$ cat src/sv/crc32ra_pkg.sv
package crc32ra_pkg;

    localparam int unsigned WORD_W  = 32;
    localparam int unsigned LANES   = 4;
    localparam int unsigned BYTE_W  = 8;

    localparam logic [WORD_W-1:0] CRC_POLY = 32'hEDB8_8320;
    localparam logic [WORD_W-1:0] CRC_INIT = 32'hFFFF_FFFF;
    localparam logic [WORD_W-1:0] CRC_XOUT = 32'hFFFF_FFFF;

    // bit of the control word that restarts the running CRC
    localparam int unsigned CTRL_INIT_BIT = 0;

    typedef enum logic {
        CMD_READ  = 1'b0,
        CMD_WRITE = 1'b1
    } cmd_t;

    typedef enum logic [1:0] {
        REG_ID     = 2'd0,
        REG_CTRL   = 2'd1,
        REG_DATA   = 2'd2,
        REG_RESULT = 2'd3
    } reg_sel_t;

    typedef struct packed {
        cmd_t                     cmd;
        reg_sel_t                 reg_sel;
        logic [WORD_W-1:0]        write_word;
        logic [LANES-1:0]         lane_mask;
    } access_t;

    // fold one byte into the reflected CRC, one bit per step
    function automatic logic [WORD_W-1:0] crc32ra_fold_byte(
        input logic [WORD_W-1:0] crc,
        input logic [BYTE_W-1:0] data
    );
        logic [WORD_W-1:0] c;
        c = crc ^ {{(WORD_W-BYTE_W){1'b0}}, data};
        for (int k = 0; k < BYTE_W; k++) begin
            c = c[0] ? ((c >> 1) ^ CRC_POLY) : (c >> 1);
        end
        return c;
    endfunction

endpackage

$ cat src/sv/crc32_register_accelerator.sv
// CRC-32/IEEE register engine on a stream interface. Each input item is one
// register access (kind, register select, write word, byte-lane mask) and
// gives exactly one output item, the read word: the ID constant, the final
// CRC (running CRC inverted), or zero for writes and for control and data
// reads. A control write with bit 0 set in an enabled lane 0 restarts the
// CRC at all ones; a data write folds its enabled lanes, lane 0 first, with
// the reflected polynomial 0xEDB88320. The block takes one item per clock
// cycle while the output is not stalled. Each item passes from the input
// register to the output register, which drives the read word. The rate
// is set by the CRC state loop: the running CRC register feeds a
// combinational four-lane byte fold. The input register holds the next
// item while a result waits in the output register, and a stalled output
// holds both.
module crc32_register_accelerator
    import crc32ra_pkg::*;
#(
    parameter logic [31:0] ID_CODE = 32'd1129464865
)
(
    input  logic        aclk,
    input  logic        aresetn,
    input  logic        s_axis_tvalid,
    output logic        s_axis_tready,
    input  logic [39:0] s_axis_tdata,  // [31:0] write_word, [35:32] lane_mask, [39:36] zero
    input  logic [2:0]  s_axis_tuser,  // [0] cmd, [2:1] reg_sel
    output logic        m_axis_tvalid,
    input  logic        m_axis_tready,
    output logic [31:0] m_axis_tdata   // [31:0] read_word
);

    access_t           in_access;
    access_t           stage_access;
    logic              stage_valid;
    logic              advance;
    logic              fire;

    logic [WORD_W-1:0] crc_reg;
    logic [WORD_W-1:0] crc_next;
    logic [WORD_W-1:0] crc_folded;
    logic [WORD_W-1:0] read_next;

    logic              out_valid_reg;
    logic              out_valid_next;
    logic [WORD_W-1:0] out_data_reg;

    // unpack the item; the upper tdata pad bits carry nothing
    assign in_access.cmd        = cmd_t'(s_axis_tuser[0]);
    assign in_access.reg_sel    = reg_sel_t'(s_axis_tuser[2:1]);
    assign in_access.write_word = s_axis_tdata[31:0];
    assign in_access.lane_mask  = s_axis_tdata[35:32];

    // move the staged item on whenever the output register is free or drains
    assign advance = !out_valid_reg || m_axis_tready;
    assign fire    = stage_valid && advance;

    crc32ra_in_reg u_in_reg (
        .aclk         (aclk),
        .aresetn      (aresetn),
        .in_valid     (s_axis_tvalid),
        .in_ready     (s_axis_tready),
        .in_access    (in_access),
        .advance      (advance),
        .stage_valid  (stage_valid),
        .stage_access (stage_access)
    );

    crc32ra_fold u_fold (
        .crc_in     (crc_reg),
        .write_word (stage_access.write_word),
        .lane_mask  (stage_access.lane_mask),
        .crc_out    (crc_folded)
    );

    // register decode: read word and CRC update for the staged item
    always_comb begin
        crc_next  = crc_reg;
        read_next = '0;
        case (stage_access.cmd)
            CMD_WRITE: begin
                case (stage_access.reg_sel)
                    REG_CTRL: begin
                        // init strobe counts only with lane 0 enabled
                        if (stage_access.lane_mask[0] &&
                            stage_access.write_word[CTRL_INIT_BIT]) begin
                            crc_next = CRC_INIT;
                        end
                    end
                    REG_DATA: begin
                        crc_next = crc_folded;
                    end
                    default: begin
                        // writes to ID and result are dropped
                        crc_next = crc_reg;
                    end
                endcase
            end
            CMD_READ: begin
                case (stage_access.reg_sel)
                    REG_ID:     read_next = ID_CODE;
                    REG_RESULT: read_next = crc_reg ^ CRC_XOUT;
                    default:    read_next = '0;
                endcase
            end
            default: begin
                read_next = '0;
            end
        endcase
    end

    assign out_valid_next = advance ? stage_valid : out_valid_reg;

    always_ff @(posedge aclk) begin
        if (!aresetn) begin
            crc_reg       <= CRC_INIT;
            out_valid_reg <= 1'b0;
        end else begin
            out_valid_reg <= out_valid_next;
            // commit the CRC only when the item leaves the stage
            if (fire) begin
                crc_reg <= crc_next;
            end
        end
        if (fire) begin
            out_data_reg <= read_next;
        end
    end

    assign m_axis_tvalid = out_valid_reg;
    assign m_axis_tdata  = out_data_reg;

endmodule

$ cat src/sv/crc32ra_in_reg.sv
module crc32ra_in_reg
    import crc32ra_pkg::*;
(
    input  logic    aclk,
    input  logic    aresetn,
    input  logic    in_valid,
    output logic    in_ready,
    input  access_t in_access,
    input  logic    advance,
    output logic    stage_valid,
    output access_t stage_access
);

    logic    valid_reg;
    logic    valid_next;
    access_t access_reg;

    // take a new item when empty or when the held one moves on this cycle
    assign in_ready   = !valid_reg || advance;
    assign valid_next = in_ready ? in_valid : valid_reg;

    always_ff @(posedge aclk) begin
        if (!aresetn) begin
            valid_reg <= 1'b0;
        end else begin
            valid_reg <= valid_next;
        end
        if (in_ready && in_valid) begin
            access_reg <= in_access;
        end
    end

    assign stage_valid  = valid_reg;
    assign stage_access = access_reg;

endmodule

$ cat src/sv/crc32ra_fold.sv
module crc32ra_fold
    import crc32ra_pkg::*;
(
    input  logic [WORD_W-1:0] crc_in,
    input  logic [WORD_W-1:0] write_word,
    input  logic [LANES-1:0]  lane_mask,
    output logic [WORD_W-1:0] crc_out
);

    logic [WORD_W-1:0] chain [LANES+1];

    assign chain[0] = crc_in;

    // lane 0 first; a disabled lane passes the CRC through
    for (genvar i = 0; i < LANES; i++) begin : g_lane
        assign chain[i+1] = lane_mask[i]
            ? crc32ra_fold_byte(chain[i], write_word[BYTE_W*i +: BYTE_W])
            : chain[i];
    end

    assign crc_out = chain[LANES];

endmodule

$ cat config.mk
export PLATFORM = sky130hd
export DESIGN_NAME = crc32_register_accelerator
export DESIGN_NICKNAME = d
export VERILOG_FILES = /design/src/sv/crc32ra_pkg.sv /design/src/sv/crc32_register_accelerator.sv /design/src/sv/crc32ra_in_reg.sv /design/src/sv/crc32ra_fold.sv
export SDC_FILE = /design/constraint.sdc
export NUM_CORES = 1
export LEC_CHECK = 0
export ABC_AREA = 1
export BUFFER_PORTS_ARGS = -buffer_cell sky130_fd_sc_hd__clkbuf_2
export CORE_MARGIN = 2
export CORE_UTILIZATION = 41
export DETAILED_ROUTE_END_ITERATION = 7
export MAX_ROUTING_LAYER = met4
export PLACE_DENSITY_LB_ADDON = 0.1
export SETUP_SLACK_MARGIN = 0.5
export SKIP_CTS_REPAIR_TIMING = 1
export SLEW_MARGIN = 20
export SYNTH_ARGS = -nofsm -noshare
export SYNTH_HDL_FRONTEND = slang
export SYNTH_SLANG_ARGS = --single-unit
$ cat constraint.sdc
create_clock -name aclk -period 4.1 [get_ports aclk]
set_clock_uncertainty 0.15 [all_clocks]
set_input_delay 0.205 -clock aclk [delete_from_list [all_inputs] [get_ports aclk]]
set_output_delay 0.205 -clock aclk [all_outputs]
set_load 0.02 [all_outputs]
; ---- Word-level counts from Yosys, hierarchy flattened
; Cells that the tools add are included.
[totals]
reg_bits = 105
input_bits = 47
elab_cells = 98
[op_classes]
eq_ne = 4
n_mux = 39
n_bitwise = 37
n_reduce_logical = 10
[ops]
columns = operator, count
row1 = $mux 32, 37
row2 = $not 13->14, 32
row3 = $pmux 32 s2, 2
row4 = $xor 32x8->32, 4
row5 = $not 32->32, 1
row6 = $eq 2x2->1 const B, 2
row7 = $reduce_and 4->1, 1
row8 = $logic_and 1x1->1, 3
row9 = $eq 2x1->1 const B, 1
row10 = $logic_not 1->1, 2
row11 = $logic_not 2->1, 1
row12 = $logic_or 1x1->1, 2
row13 = $ne 2x2->1 const B, 1
row14 = $reduce_bool 2->1, 1

; ---- Depth between registers and ports, before layout
[depth]
depth_word = 73
ltp_mapped = 38
mapped_depth_nobuf = 37

; ---- Modules after synthesis
; Synthesis repeated with hierarchy kept, for this count alone.
[hier_totals]
hier_cells = 1832
hier_area_um2 = 11187.0
[modules_own_cells]
columns = module, n_inst, cells_each, area_each_um2
row1 = crc32ra_fold, 1, 1465, 7123.1
row2 = crc32_register_accelerator, 1, 321, 2841.5
row3 = crc32ra_in_reg, 1, 46, 1222.4

; ---- Worst setup path before layout
; No wires, ideal clock.
[synth_timing]
kind = register to register
start = register u_in_reg.access_reg, in the netlist u_in_reg.stage_access[4]
end = register crc_reg[17]
setup_time_ps = 115
t_arrival_ps = 2983
setup_slack_ps = 852
path_stages_with_launch = 31
n_path_buf = 0
period_less_slack_ps = 3248
path_cell_list = edfxtp_1 > inv_2 > nand2_1 > nand2_2 > nand2_1 > nand2_2 > nand2_1 > nand3_2 > nand3_1 > nand2_2 > nand2_2 > nand2_4 > nand2_1 > nand2_1 > nand2_1 > nand3_1 > nand3_1 > nand2_2 > nand3_1 > nand3_2 > nand3_1 > nand2_2 > nand3_1 > nand2_2 > nand2_1 > nand2_1 > nand3_1 > nand3_1 > nand2_1 > nand2_1 > nand2_1
[synth_between]
elab_chain_len = 52
[synth_lines]
columns = element, line_no
row1 = start: declaration, crc32ra_in_reg.sv:16  ; access_t access_reg;
row2 = start signal: assignment, crc32ra_in_reg.sv:29  ; access_reg <= in_access;
row3 = $xor 32x8->32, crc32ra_pkg.sv:39  ; c = crc ^ {{(WORD_W-BYTE_W){1'b0}}, data};
row4 = $mux 32, crc32ra_pkg.sv:41  ; c = c[0] ? ((c >> 1) ^ CRC_POLY) : (c >> 1);
row5 = $not 13->14 (no source line) or $mux 32 (tied branches), --
row6 = $mux 32 or $not 13->14 (tied branches) (3 in series), --
row7 = $mux 32, crc32ra_pkg.sv:41
row8 = $not 13->14 (no source line) or $mux 32 (tied branches), --
row9 = $mux 32 or $not 13->14 (tied branches) (3 in series), --
row10 = $mux 32 (on tied branches), "crc32ra_fold.sv:17, crc32ra_pkg.sv:41"
row11 = [... 30 more ...], --
row12 = $not 13->14 (no source line) or $mux 32 (tied branches), --
row13 = $mux 32, crc32ra_pkg.sv:41
row14 = $not 13->14 (no source line) or $mux 32 (tied branches), --
row15 = $mux 32, crc32ra_pkg.sv:41
row16 = $not 13->14 (no source line), --
row17 = $mux 32 (3 in series), crc32ra_pkg.sv:41
row18 = $mux 32, crc32ra_fold.sv:17  ; ? crc32ra_fold_byte(chain[i], write_word[BYTE_W*i +: BYTE_W])
row19 = $pmux 32 s2, crc32_register_accelerator.sv:80  ; case (stage_access.reg_sel)
row20 = end signal: assignment, crc32_register_accelerator.sv:120  ; crc_reg <= crc_next;
row21 = end: declaration, crc32_register_accelerator.sv:37  ; logic [WORD_W-1:0] crc_reg;
; Several ways; a longest one is shown, not always the timed one.
; A chain may end at the register's enable or synchronous reset.

; ---- Final worst setup path
[layout_timing]
start = register u_in_reg.access_reg, in the netlist u_in_reg.stage_access[7]
end = register crc_reg[29]
[layout_between]
elab_chain_len = 51
[layout_lines]
columns = element, line_no
row1 = $xor 32x8->32 (*), crc32ra_pkg.sv:39
row2 = $mux 32 (*) (5 in series), crc32ra_pkg.sv:41
row3 = $not 13->14 (no source line) or $mux 32 (tied branches), --
row4 = $mux 32 (*), crc32ra_pkg.sv:41
row5 = $not 13->14 (no source line), --
row6 = $mux 32 (*) (2 in series), crc32ra_pkg.sv:41
row7 = $mux 32 (*), crc32ra_fold.sv:17
row8 = $xor 32x8->32 or $mux 32 (tied branches), "crc32ra_pkg.sv:39, crc32ra_fold.sv:17"
row9 = [... 26 more ...], --
row10 = $not 13->14 (no source line) or $xor 32x8->32 (tied branches), --
row11 = $mux 32, crc32ra_pkg.sv:41
row12 = $mux 32 or $not 13->14 (tied branches), --
row13 = $mux 32 (5 in series), crc32ra_pkg.sv:41
row14 = $not 13->14 (no source line) or $mux 32 (tied branches), --
row15 = $mux 32, crc32ra_pkg.sv:41
row16 = $mux 32 (*), crc32ra_fold.sv:17
row17 = $pmux 32 s2 (*), crc32_register_accelerator.sv:80
; Mark *: on every way between the ends. The rest lies on a longest branch, timed or not.

==> impl_metrics.py <==
metrics = {
    "status": {
        "status": "finished, final reports clean",
    },
    "detailed_routing": {
        "first_pass_iters": 5,
        "drc": 0,
        "wl_per_cell_um": 19.08,
        "final_antenna_net_count": 0,
        "vias": 13130,
        "drt_iter0_drc": 1311,
        "via_per_inst": 5.350,
        "routed_wirelength_mm": 46.83,
    },
    "floorplanning": {
        "rows": 59,
        "io_pins": 81,
        "dieArea_um2": 27680,
        "start_util_pct": 41.60,
        "die_y_um": 166.4,
        "die_width_um": 166.4,
        "core_area_um2": 25980,
    },
    "timing": {
        "worst_pin_slew_ns": 1.068,
        "fin_crit_sh_pct": 97.61,
        "fin_crit_ns": 4.002,
        "fin_hold_ws_ns": 0.05347,
        "slew_headroom_pct": 28.72,
        "setup_viol": 0,
        "rsz0062_at_grt": "yes",
        "tns_ns": 0,
        "clock.fmax_mhz": 249.9,
        "drv_slew": 0,
        "hold_violations": 0,
    },
    "global_route": {
        "grt.overflow.total": 0,
        "grtUsageTotal_pct": 31.94,
        "grt_max_degree": 49,
        "use_met2_pct": 51.37,
        "met3_usage_pct": 3.337,
        "first_global_vias": 11320,
        "grt_use_met1_pct": 42.21,
        "grt_first_pass_wirelength_mm": 65.71,
        "top_usage_layer": "met2",
        "antenna_found_initial": 0,
    },
    "synth": {
        "synth_enable_flop_cells": 71,
        "synth.yosys.seq_area_share_pct": 26.02,
        "yosysUniqueCellTypes": 46,
        "syn_area_um2": 10810,
        "ys_seq_elements": 105,
        "avgSynthCellArea_um2": 6.195,
        "ys.flop_type": "edfxtp_1",
        "syn_nets": 1796,
        "syn-instance-count": 1745,
        "ys_warn_count": 0,
        "async_reset_ff_share_pct": 0,
    },
    "clocking": {
        "cts.sinks": 105,
        "path_clk_slew_ns": 0.11,
        "cts_tree": "yes",
        "cts-root-buf": "clkbuf_16",
        "numCtsBuffers": 9,
        "clk_latency_ns": 0.38,
        "htreeDepth": 3,
        "clk_path_buf_depth": 2,
    },
    "power": {
        "peakVddDrop_uv": 230.7,
        "power_frac_clock_pct": 15.6,
        "p_seq_share_pct": 19.6,
        "powerDensity_nw_per_um2": 368.9,
        "pwr-share-comb_pct": 64.8,
        "p_leak_nw": 8.373,
        "total_power_mw": 6.200,
        "power_switching_mw": 2.924,
        "internal-power_mw": 3.277,
        "swShare_pct": 47.16,
    },
    "setup_path": {
        "cpPeakStageDelay_ns": 0.46,
        "critPathMaxFanout": 6,
        "required_ns": 4.21,
        "critPathSlowestCell": "edfxtp_1",
        "crit_type": "reg2reg",
        "startpoint_type": "register",
        "cp.arrival_ns": 4.11,
        "crit_path_end_kind": "register",
    },
    "layout": {
        "largest_reg_flops": 39,
        "fill_cells": 2322,
        "drive_gt1_share_pct": 43.09,
        "nets": 2165,
        "antenna_cells": 0,
        "area_delta_synth_final_pct": 55.49,
    },
    "hold_path": {
        "hold_class": "in2reg",
    },
    "place": {
        "place_congestion": 0.9858,
        "hpwl_mm": 35.35,
        "portBuffers": 76,
    },
    "flow_run": {
        "maxCapViolCount": 0,
    },
}
[stage by stage]
stage	worst slack (ns)	utilization (%)	instances	area [um^2]
finish	0.09799	64.69	2454	16810
global route	-0.07210	64.69	2454	16810
CTS	-0.3935	51.65	2342	13420
detailed placement	-0.3576	50.42	2326	13100
global placement	-0.3152	50.42	2326	13100
floorplan	0.8522	-	1745	10810
[synth_stat cells (all sizes together) (5+ instances only)]
cell type  count  area (um^2)
nand3        308         1687
edfxtp        71         2132
xor2          72        671.9
or2            9        56.30
xnor2         22        207.7
a21oi         50        254.0
inv          142        533.0
o21ai         62        317.8
clkbuf        25        93.84
dfxtp         34        680.7
buf           24        120.1
nand4          5        31.28
nor2          65        261.5
nand2        829         3551
[critical path, delay by kind of cell (launching register included)]
| family | cells | cell delay, ns |
|---|---|---|
| DFF | 1 | 0.46 |
| and+or+nand+nor | 27 | 2.48 |
| buffers and inverters | 5 | 0.49 |
| AOI/OAI and AO/OA | 1 | 0.30 |
[placed cells by master, fill, tap and decap left out, drive strengths merged, types with 2 or more instances in the layout]
| master | n |
|---|---|
| a22oi | 2 |
| ha | 4 |
| dlygate4sd3 | 41 |
| xor2 | 72 |
| dfxtp | 34 |
| or2 | 9 |
| o211ai | 4 |
| a21boi | 4 |
| nand2 | 830 |
| o21ai | 62 |
| inv | 146 |
| nor2 | 65 |
| nand4 | 5 |
| xnor2 | 22 |
| edfxtp | 71 |
| and2 | 2 |
| clkbuf | 85 |
| buf | 289 |
| clkinv | 5 |
| a21oi | 50 |
| nand3 | 308 |
| nand3b | 4 |
[logic make-up after synthesis]
logic type | Yosys count | synth area share [%]
AOI/OAI and AO/OA | 126 | 6.250
xor gates and xnor gates | 94 | 8.137
adders and majority gates | 4 | 0.4630
buffers and inverters | 193 | 6.979
DFF | 105 | 26.02
and+or+nand+nor | 1223 | 52.15
[metal layers]
metal,vias to the layer above,wire [um]
met2,528,21780
met1,6145,19520
met3,97,3306
met4,0,2224
met5,-,0
li1,6360,-
[power by group through the flow]
stage	Combinational, mW	Clock (mW)	Sequential [mW]
3_5_place_dp	3.02	0	1.23
6_report	4.02	0.967	1.22
4_1_cts	3.04	0.981	1.21
5_1_grt	4.32	1.03	1.22
2_1_floorplan	1.88	0	1.24
3_3_place_gp	2.99	0	1.23
[final timing paths]
path,startpoint,end,slack (ns),cells after the start
min reg2reg,u_in_reg.stage_valid$_SDFFE_PN0N_,m_axis_tvalid$_SDFFE_PN0P_,0.36,2
min,aresetn,crc_reg[11]$_SDFFE_PN1P_,0.05,2
max,u_in_reg.stage_access[7]$_DFFE_PP_,crc_reg[29]$_SDFFE_PN1P_,0.1,33
max reg2reg,u_in_reg.stage_access[7]$_DFFE_PP_,crc_reg[29]$_SDFFE_PN1P_,0.1,33
[final cells by class]
class / count / area, um^2 / area share, %
Sequential cell: 105 / 2830 / 16.84
Inverter: 144 / 548.0 / 3.260
Clock buffer: 9 / 225.2 / 1.340
Tap cell: 335 / 419.2 / 2.494
Timing Repair Buffer: 406 / 3149 / 18.74
Multi-Input combinational cell: 1448 / 9543 / 56.77
Clock inverter: 7 / 93.84 / 0.5583
No activity file was read; power rests on OpenSTA's default activity.
